==> src/hdl/vwad_pkg.sv <==
// Shared types, constants and step table for the variable-width ADPCM decoder.
package vwad_pkg;

	localparam logic [6:0] STEP_SPLIT = 7'd18;
	localparam logic [6:0] STEP_MAX   = 7'd79;
	localparam logic [6:0] INIT_RESET = 7'd40;
	localparam logic signed [11:0] PRED_MIN = -12'sd2048;
	localparam logic signed [11:0] PRED_MAX = 12'sd2047;
	localparam logic [1:0] LAST_SLOT  = 2'd3;
	localparam logic [1:0] ADDR_INITIAL_STEP = 2'd0;

	typedef struct packed {
		logic [7:0] code_byte;
		logic       track_start;
	} code_item_t;

	typedef struct packed {
		logic signed [15:0] pcm_sample;
		logic               last_of_byte;
	} pcm_item_t;

	typedef struct packed {
		logic [6:0]         idx;
		logic signed [11:0] pred;
		logic [1:0]         slot;
		logic               last;
		logic               wide;
	} step_res_t;

	typedef enum logic [1:0] {
		ST_IDLE = 2'b01,
		ST_RUN  = 2'b10
	} state_t;

	function automatic logic [6:0] load_step(input logic [6:0] v);
		return (v > STEP_MAX) ? STEP_MAX : v;
	endfunction

	function automatic logic [13:0] step_lookup(input logic [6:0] idx);
		logic [13:0] s;
		case (idx)
			7'd0: s = 14'd7;       7'd1: s = 14'd8;       7'd2: s = 14'd9;
			7'd3: s = 14'd10;      7'd4: s = 14'd11;      7'd5: s = 14'd12;
			7'd6: s = 14'd13;      7'd7: s = 14'd14;      7'd8: s = 14'd16;
			7'd9: s = 14'd17;      7'd10: s = 14'd19;     7'd11: s = 14'd21;
			7'd12: s = 14'd23;     7'd13: s = 14'd25;     7'd14: s = 14'd28;
			7'd15: s = 14'd31;     7'd16: s = 14'd34;     7'd17: s = 14'd37;
			7'd18: s = 14'd41;     7'd19: s = 14'd45;     7'd20: s = 14'd50;
			7'd21: s = 14'd55;     7'd22: s = 14'd60;     7'd23: s = 14'd66;
			7'd24: s = 14'd73;     7'd25: s = 14'd80;     7'd26: s = 14'd88;
			7'd27: s = 14'd97;     7'd28: s = 14'd107;    7'd29: s = 14'd118;
			7'd30: s = 14'd130;    7'd31: s = 14'd143;    7'd32: s = 14'd157;
			7'd33: s = 14'd173;    7'd34: s = 14'd190;    7'd35: s = 14'd209;
			7'd36: s = 14'd230;    7'd37: s = 14'd253;    7'd38: s = 14'd279;
			7'd39: s = 14'd307;    7'd40: s = 14'd337;    7'd41: s = 14'd371;
			7'd42: s = 14'd408;    7'd43: s = 14'd449;    7'd44: s = 14'd494;
			7'd45: s = 14'd544;    7'd46: s = 14'd598;    7'd47: s = 14'd658;
			7'd48: s = 14'd724;    7'd49: s = 14'd796;    7'd50: s = 14'd876;
			7'd51: s = 14'd963;    7'd52: s = 14'd1060;   7'd53: s = 14'd1166;
			7'd54: s = 14'd1282;   7'd55: s = 14'd1411;   7'd56: s = 14'd1552;
			7'd57: s = 14'd1707;   7'd58: s = 14'd1878;   7'd59: s = 14'd2066;
			7'd60: s = 14'd2272;   7'd61: s = 14'd2499;   7'd62: s = 14'd2749;
			7'd63: s = 14'd3024;   7'd64: s = 14'd3327;   7'd65: s = 14'd3660;
			7'd66: s = 14'd4026;   7'd67: s = 14'd4428;   7'd68: s = 14'd4871;
			7'd69: s = 14'd5358;   7'd70: s = 14'd5894;   7'd71: s = 14'd6484;
			7'd72: s = 14'd7132;   7'd73: s = 14'd7845;   7'd74: s = 14'd8630;
			7'd75: s = 14'd9493;   7'd76: s = 14'd10442;  7'd77: s = 14'd11487;
			7'd78: s = 14'd12635;
			default: s = 14'd13899;
		endcase
		return s;
	endfunction

endpackage

==> src/hdl/vwad_step.sv <==
// Shared decode step: one code in, next step index and clamped predictor out.
module vwad_step (
	input  logic [6:0]         idx,
	input  logic signed [11:0] pred,
	input  logic [3:0]         code,
	input  logic [1:0]         slot,
	output vwad_pkg::step_res_t res
);
	import vwad_pkg::*;

	logic [13:0]        step;
	logic [15:0]        mag;
	logic               neg;
	logic signed [4:0]  mv;
	logic signed [16:0] diff;
	logic signed [17:0] sum;
	logic signed [7:0]  idx_sum;
	logic [2:0]         slot_sum;
	logic               wide;

	always_comb begin
		step = step_lookup(idx);
		// The top slot of a byte always holds a 2-bit code.
		wide = (idx >= STEP_SPLIT) && (slot != LAST_SLOT);
		mag  = {5'd0, step[13:3]};
		if (wide) begin
			if (code[0]) mag = mag + {4'd0, step[13:2]};
			if (code[1]) mag = mag + {3'd0, step[13:1]};
			if (code[2]) mag = mag + {2'd0, step};
			neg = code[3];
			mv  = code[2] ? $signed({2'b00, code[1:0], 1'b0}) + 5'sd2 : -5'sd1;
		end else begin
			if (code[0]) mag = mag + {2'd0, step};
			neg = code[1];
			mv  = code[0] ? 5'sd2 : -5'sd1;
		end
		diff = neg ? -$signed({1'b0, mag}) : $signed({1'b0, mag});
		sum  = {{6{pred[11]}}, pred} + {diff[16], diff};

		idx_sum = $signed({1'b0, idx}) + {{3{mv[4]}}, mv};
		if (idx_sum < 8'sd0) begin
			res.idx = 7'd0;
		end else if (idx_sum > $signed({1'b0, STEP_MAX})) begin
			res.idx = STEP_MAX;
		end else begin
			res.idx = idx_sum[6:0];
		end

		if (sum < $signed({{6{PRED_MIN[11]}}, PRED_MIN})) begin
			res.pred = PRED_MIN;
		end else if (sum > $signed({6'd0, PRED_MAX})) begin
			res.pred = PRED_MAX;
		end else begin
			res.pred = sum[11:0];
		end

		slot_sum = {1'b0, slot} + (wide ? 3'd2 : 3'd1);
		res.slot = slot_sum[1:0];
		res.last = slot_sum[2];
		res.wide = wide;
	end

endmodule

==> src/hdl/variable_width_adpcm_decoder_core.sv <==
// Top level of the variable-width ADPCM decoder with its configuration port.
// The core takes one packed code byte per transaction and decodes its codes from the least
// significant bit upward, giving two to four 16-bit PCM samples per byte; the final one carries
// last_of_byte. Samples are produced one per clock, while the sample output is not stalled, by a
// single shared decode step. code_stall stays high while a byte is being decoded and drops as the
// final sample is loaded into the output register, so the next byte can enter
// while that sample is still waiting to be taken. Setting track_start reloads the step index
// from initial_step (values above 79 act as 79) and clears the predictor before the byte is
// decoded. initial_step sits at address 0 and should be written only while the core is idle.
module variable_width_adpcm_decoder_core (
	input  logic                  clk,
	input  logic                  arst_n,
	input  logic                  code_valid,
	output logic                  code_stall,
	input  vwad_pkg::code_item_t  code_item,
	output logic                  pcm_valid,
	input  logic                  pcm_stall,
	output vwad_pkg::pcm_item_t   pcm_item,
	input  logic                  psel,
	input  logic                  penable,
	input  logic                  pwrite,
	input  logic [1:0]            paddr,
	input  logic [31:0]           pwdata,
	output logic [31:0]           prdata,
	output logic                  pready
);
	import vwad_pkg::*;

	state_t             state_q;
	logic [6:0]         init_q;
	logic [6:0]         step_q;
	logic signed [11:0] pred_q;
	logic [7:0]         bits_q;
	logic [1:0]         slot_q;
	logic               out_valid_q;
	pcm_item_t          out_item_q;
	step_res_t          res;
	logic               accept;
	logic               advance;
	logic               cfg_write;

	vwad_step u_step (
		.idx  (step_q),
		.pred (pred_q),
		.code (bits_q[3:0]),
		.slot (slot_q),
		.res  (res)
	);

	assign accept    = code_valid && !code_stall;
	assign advance   = (state_q == ST_RUN) && (!out_valid_q || !pcm_stall);
	assign cfg_write = psel && penable && pwrite && pready;

	assign code_stall = (state_q != ST_IDLE);
	assign pcm_valid  = out_valid_q;
	assign pcm_item   = out_item_q;
	assign pready     = 1'b1;
	assign prdata     = (paddr == ADDR_INITIAL_STEP) ? {25'd0, init_q} : 32'd0;

	always_ff @(posedge clk or negedge arst_n) begin
		if (!arst_n) begin
			init_q <= INIT_RESET;
		end else if (cfg_write) begin
			init_q <= pwdata[6:0];
		end
	end

	always_ff @(posedge clk or negedge arst_n) begin
		if (!arst_n) begin
			state_q     <= ST_IDLE;
			step_q      <= INIT_RESET;
			pred_q      <= '0;
			bits_q      <= '0;
			slot_q      <= '0;
			out_valid_q <= 1'b0;
		end else begin
			if (accept) begin
				state_q <= ST_RUN;
				bits_q  <= code_item.code_byte;
				slot_q  <= '0;
				if (code_item.track_start) begin
					step_q <= load_step(init_q);
					pred_q <= '0;
				end
			end else if (advance) begin
				step_q <= res.idx;
				pred_q <= res.pred;
				slot_q <= res.slot;
				bits_q <= res.wide ? (bits_q >> 4) : (bits_q >> 2);
				if (res.last) begin
					state_q <= ST_IDLE;
				end
			end

			if (advance) begin
				out_valid_q <= 1'b1;
			end else if (!pcm_stall) begin
				out_valid_q <= 1'b0;
			end
		end
	end

	always_ff @(posedge clk) begin
		if (advance) begin
			out_item_q.pcm_sample   <= {res.pred, 4'd0};
			out_item_q.last_of_byte <= res.last;
		end
	end

	a_step_in_range: assert property (@(posedge clk) disable iff (!arst_n)
		step_q <= STEP_MAX)
		else $error("step index left the step table");

	a_idle_last: assert property (@(posedge clk) disable iff (!arst_n)
		(state_q == ST_IDLE) && pcm_valid |-> pcm_item.last_of_byte)
		else $error("decoder idle while a byte's samples are incomplete");

	a_accept_runs: assert property (@(posedge clk) disable iff (!arst_n)
		code_valid && !code_stall |=> (state_q == ST_RUN) && (slot_q == 2'd0))
		else $error("accepted byte did not start decoding");

endmodule

==> config.mk <==
export PLATFORM = sky130hd
export DESIGN_NAME = variable_width_adpcm_decoder_core
export DESIGN_NICKNAME = d
export VERILOG_FILES = /design/src/hdl/vwad_pkg.sv /design/src/hdl/vwad_step.sv /design/src/hdl/variable_width_adpcm_decoder_core.sv
export SDC_FILE = /design/constraint.sdc
export NUM_CORES = 1
export LEC_CHECK = 0
export ABC_AREA = 1
export BUFFER_PORTS_ARGS = -buffer_cell sky130_fd_sc_hd__buf_2
export CAP_MARGIN = 20
export CORE_ASPECT_RATIO = 1.25
export CORE_MARGIN = 3
export CORE_UTILIZATION = 52
export DETAILED_ROUTE_END_ITERATION = 6
export PLACE_DENSITY_LB_ADDON = 0.1
export REMOVE_ABC_BUFFERS = 1
export SETUP_SLACK_MARGIN = 0.5
export SLEW_MARGIN = 5
export SYNTH_ARGS = -nofsm -noshare
export SYNTH_HDL_FRONTEND = slang
export SYNTH_SLANG_ARGS = --single-unit
export TNS_END_PERCENT = 20
==> constraint.sdc <==
create_clock -name clk -period 12.4 [get_ports clk]
set_clock_uncertainty 0.15 [all_clocks]
set_input_delay 1.24 -clock clk [delete_from_list [all_inputs] [get_ports clk]]
set_output_delay 1.24 -clock clk [all_outputs]
set_load 0.01 [all_outputs]
==> impl_summary.txt <==
----------------------------------------------------
[Synthesis]
  Synth unique cells ... 57
  Mapped cell area ... 8920 µm²
  Flip-flop cell with the highest count after synthesis ... dfrtp_1
  Synth Register Bits ... 52
  Most area-consuming cells after synthesis ... nand2_1 18%, ha_1 13%, dfrtp_1 9.5%
  Synthesized instance count ... 1470
  Share of synthesized flip-flops with an asynchronous set or reset ... 75.0%
  Post-synthesis area per instance ... 6.07 µm²
  Total number of yosys warnings ... 0
  Count of flip-flops with a built-in enable after synthesis ... 13
  Area share of the leading cell type in the synthesized netlist ... 18.2%
  Sequential element share of the synthesized area ... 15.4%
  Library cell occupying the most area in the post-synthesis netlist ... nand2_1

[Global route]
  Gr usage total ... 27.0%
  Number of global-route vias before repair ... 8918
  Wire length of the first global-routing pass ... 42100 µm
  Antenna violations before repair ... 0
  Maximum number of pins on one net before global-route repair ... 40
  Total gr overflow ... 0

[Critical path]
  Worst EP required ... 12300 ps
  Endpoint of the worst register-to-register path ... pcm_item[8]
  CP Capture Type ... flop
  Minimum setup slack among reg-to-reg paths ... 2920 ps
  Critical path's most frequent cell ... nand2_1
  Cells on worst reg2reg path ... 55
  Critical Path AT ... 9390 ps
  Critical path start-end classification ... flop to flop
  Critical path startpoint ... step_q[0]
  Worst stage delay on the critical path ... 740 ps
  R2r startpoint ... step_q[0]
  Master of the slowest instance on the critical path ... dfrtp_1
  Worst Path Max Fanout ... 22
  Type of element launching the critical path ... flop

[Drt]
  First-pass detailed-route iteration total ... 6
  Iteration-0 DRC count of the detailed router ... 691
  Routed wire length per instance ... 14.7 µm
  Vias per Instance ... 5.49
  Antenna-violating nets left ... 0
  Detailed-route DRC error count ... 0
  Routed via count ... 9384
  Final Routed Wirelength ... 25100 µm

[STA]
  Setup violation total in the final timing report ... 0
  Max transition margin ... 37.6%
  Final TNS setup ... 0 ps
  RSZ-0062 raised after global routing ... no
  Slew Limit Fails ... 0
  Measured slew at the worst slew-check pin ... 936 ps
  Share of the clock period used by the worst path ... 76.5%
  Final critical-path required period ... 9480 ps
  Number of hold violations in the final report ... 0
  Max Clock Freq ... 105 MHz

[Finish]
  Multi-input gate area in the final layout ... 6460 µm²
  Sequential cell area ... 1370 µm²
  Antenna diode count ... 0
  Leading cell types in the layout, fill and taps excluded ... 432 x nand2_1, 179 x inv_1, 170 x nand3_1
  Fillcell total ... 1732
  Most common cell after layout, fill and taps aside ... nand2_1
  Final nets ... 1638
  Area added between synthesis and finish ... 3.85%
  Share of final-layout standard cells stronger than drive strength 1 ... 8.44%

[Clocking]
  Clk Latency, worst-skew pair ... 300 ps
  Hold-fix buffer count after cts ... 0
  TritonCTS Sinks ... 52
  Register clock-pin slew on the reported worst setup and hold paths ... 70 ps
  Post-CTS repair timing setup buffer count ... 0
  Number of buffers created by CTS ... 5
  Root buf cell ... clkbuf_16
  TritonCTS clock tree ... done
  Number of cells upsized or downsized after cts ... 0
  Number of buffers between clock root and the deepest sink ... 2
  Count of H-tree levels built during CTS ... 2

[Hold path]
  Hold_sp ... init_q[3]
  Hold Path Stages ... 2
  Path category of the worst min-delay check ... flop to flop
  Hold-critical path endpoint ... init_q[3]

[Floorplan]
  Number of core rows ... 52
  Area of the die ... 18800 µm²
  Area of the placeable core ... 16500 µm²
  Initial core utilization ... 54.0%
  Die Span Y ... 152 µm
  Chip Width ... 123 µm
  Number of top-level pins ... 102

[Flow run]
  Maxcap violations ... 0

[Placed design]
  Post-DP HPWL ... 20000 µm
  Final weighted congestion of routability-driven global placement ... 0.957
  Number of input and output port buffers inserted ... 46

[Run status]
  Run status ... completed

----------------------------------------------------
[sequential cells by signal, indices dropped and copies added, names as in the netlist]
name	cells
pcm_valid	1
pred_q	12
pcm_item	13
slot_q	2
bits_q	8
init_q	7
state_q	2
step_q	7
[how the worst max path moves through the flow]
stage / slack (ps) / end / cells past startpoint
2_1_floorplan: 4310 / pcm_item[10] / 39
3_3_place_gp: 2930 / pcm_item[5] / 44
3_5_place_dp: 3010 / pcm_item[5] / 44
4_1_cts: 2920 / pcm_item[8] / 41
5_1_grt: 1800 / pcm_item[8] / 55
6_report: 2920 / pcm_item[8] / 55
[final cells by class]
type | instances | share of cell area, %
clock buffer | 7 | 1.66
clock inverter | 1 | 0.0946
inverter | 194 | 7.89
multi-input combinational | 1189 | 69.8
sequential | 52 | 14.8
tap | 216 | 2.92
timing repair buffer | 50 | 2.81
[Yosys cell counts, types with 12 or more instances]
cell type and n:
inv_2 13, nand3_1 170, nor2_1 132, nand4_1 17
inv_1 179, xor2_1 23, nand2_2 12, edfxtp_1 13
buf_4 34, dfrtp_1 34, ha_1 90, nand2_1 432
a21oi_1 87, o21ai_0 58, xnor2_1 17, o21ai_1 12
[through the flow]
stage / area (µm²) / worst slack [ps] / hold WS, ps / std cells / utilization (%)
6_report: 9260 / 2920 / 339 / 1709 / 56.0
5_1_grt: 9260 / 1800 / 370 / 1709 / 56.0
4_1_cts: 9260 / 2920 / 339 / 1709 / 56.0
3_5_place_dp: 9100 / 3010 / 325 / 1701 / 55.0
3_3_place_gp: 9100 / 2930 / 321 / 1701 / 55.0
2_1_floorplan: 8570 / 4310 / 306 / 1435 / -
[worst max-delay path: cells and delay by family (launching register included)]
family,cells,cell delay (ps)
buffers and inverters,7,820
and+or+nand+nor,35,4270
xor gates and xnor gates,1,190
DFF,1,740
adders and majority gates,6,1870
AOI/OAI and AO/OA,6,1150
[logic make-up after synthesis]
logic type / share of synthesized area [%]
and+or+nand+nor: 39.7
adders and majority gates: 14.0
AOI/OAI and AO/OA: 13.6
buffers and inverters: 13.3
DFF: 15.4
other: 0.0842
xor gates and xnor gates: 3.93
[metal layers]
layer  part of all wire (%)  global-route usage [%]  vias to the layer above
met3                    4.3                    1.78                       57
met2                     48                    46.1                      272
met1                     44                    35.9                     4262
met4                    3.2                    8.97                        0
met5                      0                       0                        -
li1                       -                       -                     4793
Power is not shown: default switching activity piles up to over one toggle a cycle in this logic, so the estimate is an artifact.
